--- src/rtl/core/tscc_pkg.sv ---
`default_nettype none

package tscc_pkg;

  // Entries per stack.
  localparam int DEPTH = 16;
  // Bits to address an entry, and bits to hold a count from zero to DEPTH.
  localparam int IDX_W = (DEPTH > 1) ? $clog2(DEPTH) : 1;
  localparam int CNT_W = $clog2(DEPTH + 1);
  localparam int VAL_W = 32;

  // Item kinds.
  localparam logic KIND_PUSH    = 1'b0;
  localparam logic KIND_COMPARE = 1'b1;

  // Push targets.
  localparam logic SEL_A = 1'b0;
  localparam logic SEL_B = 1'b1;

  // Result status codes.
  typedef enum logic [1:0] {
    ST_PUSH_OK   = 2'd0,
    ST_PUSH_FULL = 2'd1,
    ST_COMPARE   = 2'd2
  } status_t;

  // Comparison sequencer states.
  typedef enum logic [2:0] {
    S_IDLE,
    S_RD_A,
    S_CAP_A,
    S_SCAN,
    S_DONE
  } state_t;

  // Occupancy of one stack, as seen by the sequencer.
  typedef struct packed {
    logic [CNT_W-1:0] count;
    logic             full;
  } stk_status_t;

endpackage

`default_nettype wire

--- src/rtl/core/tscc_stack.sv ---
`default_nettype none

module tscc_stack (
  input  wire logic                         clk,
  input  wire logic                         rst,
  input  wire logic                         push,
  input  wire logic signed [tscc_pkg::VAL_W-1:0] push_value,
  input  wire logic [tscc_pkg::IDX_W-1:0]   rd_idx,
  output logic signed [tscc_pkg::VAL_W-1:0] rd_data,
  output tscc_pkg::stk_status_t             stat
);
  import tscc_pkg::*;

  logic signed [VAL_W-1:0] mem [DEPTH];
  logic [CNT_W-1:0]        count;
  logic                    full;

  assign full       = (count == CNT_W'(DEPTH));
  assign stat.count = count;
  assign stat.full  = full;

  // A push to a full stack is dropped; the caller reports the rejection.
  always_ff @(posedge clk) begin
    if (rst) begin
      count <= '0;
    end else if (push && !full) begin
      count <= count + CNT_W'(1);
    end
  end

  always_ff @(posedge clk) begin
    if (push && !full) begin
      mem[count[IDX_W-1:0]] <= push_value;
    end
    rd_data <= mem[rd_idx];
  end

endmodule

`default_nettype wire

--- src/rtl/core/two_stack_content_compare.sv ---
`default_nettype none

// Two bounded stacks of signed 32-bit values with an unordered content check.
// Items arrive on the item channel (kind, stack_select, value) under
// item_valid / item_stall; each item yields exactly one result transfer on the
// result channel (status, equal) under result_valid / result_stall.
// A push is taken and its result is registered at the next edge, so pushes
// run at one item per cycle while the receiver keeps up. A push to a
// full stack leaves the stack alone and reports the full status.
// A compare decides at once when a stack is empty or the counts differ;
// otherwise it walks stack A entry by entry and, for each entry, scans stack B
// through its single registered read port. A matching entry ends the scan
// early. Only one compare is in flight at a time. The result sits in an
// output register; while the receiver stalls it holds, and no new item is
// taken until that register can be loaded again.
// Synchronous reset empties both stacks and drops any pending result; stack
// contents are not cleared, as entries above a count are never read.
module two_stack_content_compare (
  input  wire logic                         clk,
  input  wire logic                         rst,
  input  wire logic                         item_valid,
  output logic                              item_stall,
  input  wire logic                         kind,
  input  wire logic                         stack_select,
  input  wire logic signed [tscc_pkg::VAL_W-1:0] value,
  output logic                              result_valid,
  input  wire logic                         result_stall,
  output tscc_pkg::status_t                 status,
  output logic                              equal
);
  import tscc_pkg::*;

  state_t                  state, state_next;
  logic [IDX_W-1:0]        i_idx, i_next;
  logic [IDX_W-1:0]        j_idx, j_next;
  logic                    res_equal, res_equal_next;
  logic signed [VAL_W-1:0] a_val;

  logic                    accept;
  logic                    out_free;
  logic                    push_a, push_b;
  logic                    load_push, load_cmp;
  status_t                 push_status;

  logic [IDX_W-1:0]        a_rd_idx, b_rd_idx;
  logic signed [VAL_W-1:0] a_rd_data, b_rd_data;
  stk_status_t             stat_a, stat_b;

  logic                    last_i, last_j;

  // The output register can take a new result when empty or being drained.
  assign out_free   = !result_valid || !result_stall;
  assign item_stall = !((state == S_IDLE) && out_free);
  assign accept     = item_valid && !item_stall;

  assign push_a = accept && (kind == KIND_PUSH) && (stack_select == SEL_A);
  assign push_b = accept && (kind == KIND_PUSH) && (stack_select == SEL_B);

  tscc_stack u_stack_a (
    .clk        (clk),
    .rst        (rst),
    .push       (push_a),
    .push_value (value),
    .rd_idx     (a_rd_idx),
    .rd_data    (a_rd_data),
    .stat       (stat_a)
  );

  tscc_stack u_stack_b (
    .clk        (clk),
    .rst        (rst),
    .push       (push_b),
    .push_value (value),
    .rd_idx     (b_rd_idx),
    .rd_data    (b_rd_data),
    .stat       (stat_b)
  );

  // Both counts are equal throughout a walk, so either bounds both loops.
  assign last_i = ((CNT_W'(i_idx) + CNT_W'(1)) == stat_a.count);
  assign last_j = ((CNT_W'(j_idx) + CNT_W'(1)) == stat_b.count);

  always_comb begin
    state_next     = state;
    i_next         = i_idx;
    j_next         = j_idx;
    res_equal_next = res_equal;
    a_rd_idx       = i_idx;
    b_rd_idx       = '0;
    load_push      = 1'b0;
    load_cmp       = 1'b0;
    push_status    = ST_PUSH_OK;

    if (stack_select == SEL_A) begin
      push_status = stat_a.full ? ST_PUSH_FULL : ST_PUSH_OK;
    end else begin
      push_status = stat_b.full ? ST_PUSH_FULL : ST_PUSH_OK;
    end

    unique case (state)
      S_IDLE: begin
        if (accept) begin
          if (kind == KIND_COMPARE) begin
            if ((stat_a.count == '0) && (stat_b.count == '0)) begin
              res_equal_next = 1'b1;
              state_next     = S_DONE;
            end else if (stat_a.count != stat_b.count) begin
              res_equal_next = 1'b0;
              state_next     = S_DONE;
            end else begin
              i_next     = '0;
              state_next = S_RD_A;
            end
          end else begin
            load_push = 1'b1;
          end
        end
      end
      S_RD_A: begin
        state_next = S_CAP_A;
      end
      S_CAP_A: begin
        // Entry A[i] arrives now; start the scan of B at its first entry.
        b_rd_idx   = '0;
        j_next     = '0;
        state_next = S_SCAN;
      end
      S_SCAN: begin
        b_rd_idx = j_idx + IDX_W'(1);
        if (b_rd_data == a_val) begin
          if (last_i) begin
            res_equal_next = 1'b1;
            state_next     = S_DONE;
          end else begin
            i_next     = i_idx + IDX_W'(1);
            state_next = S_RD_A;
          end
        end else if (last_j) begin
          res_equal_next = 1'b0;
          state_next     = S_DONE;
        end else begin
          j_next = j_idx + IDX_W'(1);
        end
      end
      S_DONE: begin
        if (out_free) begin
          load_cmp   = 1'b1;
          state_next = S_IDLE;
        end
      end
      default: begin
        state_next = S_IDLE;
      end
    endcase
  end

  always_ff @(posedge clk) begin
    if (rst) begin
      state <= S_IDLE;
    end else begin
      state <= state_next;
    end
  end

  always_ff @(posedge clk) begin
    i_idx     <= i_next;
    j_idx     <= j_next;
    res_equal <= res_equal_next;
    if (state == S_CAP_A) begin
      a_val <= a_rd_data;
    end
  end

  // Output register.
  always_ff @(posedge clk) begin
    if (rst) begin
      result_valid <= 1'b0;
    end else if (load_push || load_cmp) begin
      result_valid <= 1'b1;
    end else if (!result_stall) begin
      result_valid <= 1'b0;
    end
  end

  always_ff @(posedge clk) begin
    if (load_push) begin
      status <= push_status;
      equal  <= 1'b0;
    end else if (load_cmp) begin
      status <= ST_COMPARE;
      equal  <= res_equal;
    end
  end

  // Items are only taken while the sequencer is idle.
  assert property (@(posedge clk) disable iff (rst)
    accept |-> (state == S_IDLE))
    else $error("item taken while a compare is in progress");

  // Stack contents cannot change under a walk.
  assert property (@(posedge clk) disable iff (rst)
    (state != S_IDLE) |=> ($stable(stat_a.count) && $stable(stat_b.count)))
    else $error("stack count changed during a compare");

  // A push to full stack A leaves its count alone and reports the rejection.
  assert property (@(posedge clk) disable iff (rst)
    (push_a && stat_a.full) |=>
      ($stable(stat_a.count) && result_valid && (status == ST_PUSH_FULL)))
    else $error("push to full stack A not rejected");

  // A walk only starts on stacks of equal, non-zero size.
  assert property (@(posedge clk) disable iff (rst)
    (state == S_RD_A) |-> ((stat_a.count == stat_b.count) && (stat_a.count != '0)))
    else $error("walk started on stacks of unequal or zero size");

  // Counts never exceed the stack depth.
  assert property (@(posedge clk) disable iff (rst)
    (stat_a.count <= CNT_W'(DEPTH)) && (stat_b.count <= CNT_W'(DEPTH)))
    else $error("stack count beyond depth");

endmodule

`default_nettype wire

--- config.mk ---
export PLATFORM = sky130hd
export DESIGN_NAME = two_stack_content_compare
export DESIGN_NICKNAME = d
export VERILOG_FILES = /design/src/rtl/core/tscc_pkg.sv /design/src/rtl/core/tscc_stack.sv /design/src/rtl/core/two_stack_content_compare.sv
export SDC_FILE = /design/constraint.sdc
export NUM_CORES = 1
export LEC_CHECK = 0
export CAP_MARGIN = 40
export CORE_UTILIZATION = 55
export DETAILED_ROUTE_END_ITERATION = 10
export DONT_BUFFER_PORTS = 1
export HOLD_SLACK_MARGIN = 0.03
export PLACE_DENSITY = 0.73
export SLEW_MARGIN = 10
export SYNTH_ARGS = -nofsm -noshare
export SYNTH_HDL_FRONTEND = slang
export SYNTH_HIERARCHICAL = 1
export SYNTH_SLANG_ARGS = --single-unit
--- constraint.sdc ---
create_clock -name clk -period 8 [get_ports clk]
set_input_delay 1.6 -clock clk [delete_from_list [all_inputs] [get_ports clk]]
set_output_delay 1.6 -clock clk [all_outputs]
set_load 0.01 [all_outputs]
==> results.json <==
{
  "outcome": "finished clean",
  "worstMarginPinSlew_ns": 0.934,
  "hold_class": "reg2reg",
  "async_flop_share_pct": 0,
  "routed_wirelength_mm": 97.2,
  "drv_slew": 0,
  "grt_max_degree": 131,
  "setup_viol": 0,
  "cap_violations": 0,
  "nets": 2036,
  "die_area_um2": 78500,
  "period_share_pct": 45.9,
  "multi_input_area_um2": 8710,
  "cts-buffers-inserted": 108,
  "syn-num-nets": 1976,
  "fill_cells": 4963,
  "rsz0062_at_grt": "no",
  "rows": 101,
  "p_leak_nw": 14.9,
  "cp_cell_sequence": "inv_1 > nand3_1 > nor2_4 > buf_4 > mux4_2 > a22oi_1 > nand2_1",
  "swShare_pct": 19.0,
  "register_area_um2": 33600,
  "maxClockFrequency_ghz": 0.273,
  "synth_compound_area_share_pct": 2.66,
  "synth_commonest_cells": "1067 x edfxtp_1, 256 x mux4_2, 129 x a22oi_1",
  "grt_pass1_wl_mm": 140,
  "ys_types": 39,
  "post_cts_resized": 0,
  "drive_above_1_share_pct": 24.5,
  "vias": 20000,
  "cts.path.max_buffers": 3,
  "dp_hpwl_mm": 55.9,
  "synth_most_common_cell": "edfxtp_1",
  "skew_ns": 0.0232,
  "max-slew-margin-rel_pct": 37.8,
  "cts_tree": "built",
  "critPathMaxFanout": 38,
  "post-cts-setup-buffers": 0,
  "core_um2": 76300,
  "cpMaxStageDelayCell": "buf_4",
  "synth_top_area_share_pct": 75.3,
  "synthSimpleGateAreaFrac_pct": 2.11,
  "first_global_vias": 20000,
  "synth-seq-cells": 1146,
  "cp_data_required_time_ns": 8.50,
  "setup.worst_path.start_class": "flip-flop",
  "slowest_delay_ns": 0.70,
  "drt_iter0_markers": 2721,
  "drt-pass1-iter-count": 5,
  "die_w_um": 280,
  "hold_viol": 0,
  "postCtsHoldBufs": 0,
  "synth_fa_ha_area_share_pct": 0.294,
  "yosys_warnings": 6,
  "p_total_mw": 11.8,
  "vdd_drop_max_v": 0.000201,
  "gr-usage-all-layers_pct": 25.4,
  "route.detailed.drc": 0,
  "synth_xor_area_share_pct": 1.19,
  "synth.area.top_cells": "edfxtp_1 75%, mux4_2 14%, dfxtp_1 3.7%",
  "drtAntennaViolNets": 0,
  "seqPwrFrac_pct": 55.8,
  "critical_path_class": "reg2reg",
  "yosys.area.top_type": "edfxtp_1",
  "power.share.clock_pct": 43.0,
  "clock_sinks": 1146,
  "synthCells": 1928,
  "finalWeightedCongestion": 0.840,
  "root_buffer": "clkbuf_16",
  "clock_latency_ns": 0.67,
  "ys_seq_area_share_pct": 79.0,
  "combPwrFrac_pct": 1.2,
  "power_per_cell_area_nw_per_um2": 246,
  "dieHeight_um": 280,
  "clk_pin_slew_ns": 0.06,
  "start_util_pct": 55.8,
  "ys.flop_type": "edfxtp_1",
  "period_minus_slack_ns": 3.67,
  "switchingPower_mw": 2.25,
  "grt-ovfl-total": 0,
  "io_pins": 43,
  "tns_ns": 0,
  "synth_top_family_by_area": "multiplexers",
  "end_kind": "flip-flop",
  "worst-r2r-setup-slack_ns": 4.33,
  "syn-cell-area_um2": 42600,
  "routedWlPerCell_um": 31.2,
  "viasPerCell": 6.43,
  "area_growth_syn_to_layout_pct": 12.9,
  "avgSynthCellArea_um2": 22.1,
  "worstPathArrival_ns": 4.17,
  "antenna_found_initial": 4,
  "synth.area.mux_share_pct": 13.6,
  "p_int_mw": 9.56,
  "portBuffers": 0,
  "htree_levels": 3,
  "synth_edf_count": 1067
}
[flip-flops by register name (all words and copies together) (netlist names), 2 cells and up]
name               count
a_rd_idx               4
j_idx                  4
u_stack_a/mem        512
status                 2
u_stack_b/rd_data     32
u_stack_a/rd_data     32
a_val                 32
u_stack_b/mem        512
u_stack_a/count        5
u_stack_b/count        5
state                  3
[critical path, delay by kind of cell (launching register included)]
kind	cells	cell delay [ns]
AND/OR/NAND/NOR	3	1.14
buffers and inverters	2	0.90
multiplexers	1	0.59
AO/OA/AOI/OAI	1	0.46
flip-flops	1	0.37
[path summary, 6_finish.rpt]
check                                      from  cells past startpoint                           end
setup / recovery          state[2]$_SDFFE_PP0P_                      7  u_stack_b/rd_data[0]$_DFF_P_
hold / removal    u_stack_a/rd_data[19]$_DFF_P_                      0           a_val[19]$_DFFE_PP_
setup reg to reg          state[2]$_SDFFE_PP0P_                      7  u_stack_b/rd_data[0]$_DFF_P_
hold reg to reg   u_stack_a/rd_data[19]$_DFF_P_                      0           a_val[19]$_DFFE_PP_
[final cells by class]
class / instances / share of cell area, %
sequential: 1146 / 70.0
inverter: 14 / 0.109
clock buffer: 144 / 6.33
antenna: 1 / 0.00521
timing repair buffer: 42 / 1.71
clock inverter: 59 / 1.08
multi-input combinational: 676 / 18.1
tap: 1030 / 2.68
[placed cells by master, fill, tap and decap left out, types with 4 or more instances in the layout]
| cell type | Yosys | final |
|---|---|---|
| clkinv_2 | 0 | 26 |
| clkbuf_1 | 39 | 21 |
| edfxtp_1 | 1067 | 1067 |
| buf_16 | 0 | 7 |
| and3_2 | 0 | 8 |
| nand2_1 | 84 | 84 |
| buf_12 | 0 | 29 |
| nand4_1 | 11 | 11 |
| a22oi_1 | 129 | 129 |
| clkinvlp_4 | 0 | 4 |
| clkbuf_16 | 0 | 113 |
| ha_1 | 10 | 10 |
| mux4_2 | 256 | 256 |
| xnor2_1 | 43 | 43 |
| nor2_1 | 44 | 17 |
| o21ai_0 | 10 | 10 |
| or3_1 | 4 | 4 |
| dfxtp_1 | 79 | 79 |
| a21oi_1 | 12 | 12 |
| clkbuf_8 | 0 | 10 |
| inv_1 | 14 | 13 |
| nor4_1 | 5 | 5 |
| nand3_1 | 14 | 14 |
| clkinv_1 | 0 | 18 |
| nand2b_1 | 4 | 4 |
| bufinv_16 | 0 | 8 |
| buf_4 | 20 | 5 |
| nor2b_4 | 0 | 4 |
| nor2_4 | 0 | 27 |
| xor2_1 | 10 | 10 |
[through the flow]
stage | std cells | setup slack (ns) | hold WS [ns] | area (um2) | utilization [%]
after detailed placement | 2906 | 4.07 | 0.389 | 44500 | 58.2
after CTS | 3109 | 4.40 | 0.402 | 48000 | 62.9
after floorplan | 1928 | 3.68 | 0.386 | 42600 | -
after global placement | 2874 | 3.82 | 0.387 | 43800 | 57.3
final | 3112 | 4.33 | 0.401 | 48100 | 63.0
after global routing | 3111 | 4.15 | 0.404 | 48100 | 63.0
[routing by layer]
metal / share of wire, % / up-vias / track usage (%)
met5: 0 / - / 0
met4: 2.7 / 0 / 7.52
met3: 10 / 147 / 5.10
met2: 49 / 1042 / 39.9
met1: 38 / 10600 / 36.5
li1: - / 8165 / -
[power groups by stage]
stage	Clock [mW]	Combinational [mW]	Sequential [mW]
6_report	5.08	0.141	6.59
5_1_grt	5.35	0.149	6.59
4_1_cts	5.14	0.141	6.59
3_5_place_dp	0	0.140	6.72
3_3_place_gp	0	0.135	6.72
2_1_floorplan	0	0.0979	6.71
[cell families after synthesis]
| group | count (synthesis) |
|---|---|
| flops | 1146 |
| mux | 259 |
| simple gates | 194 |
| compound gates | 158 |
| buf+inv | 106 |
| xor+xnor | 55 |
| fa+ha+maj | 10 |
(Power assumes the default switching activity.)
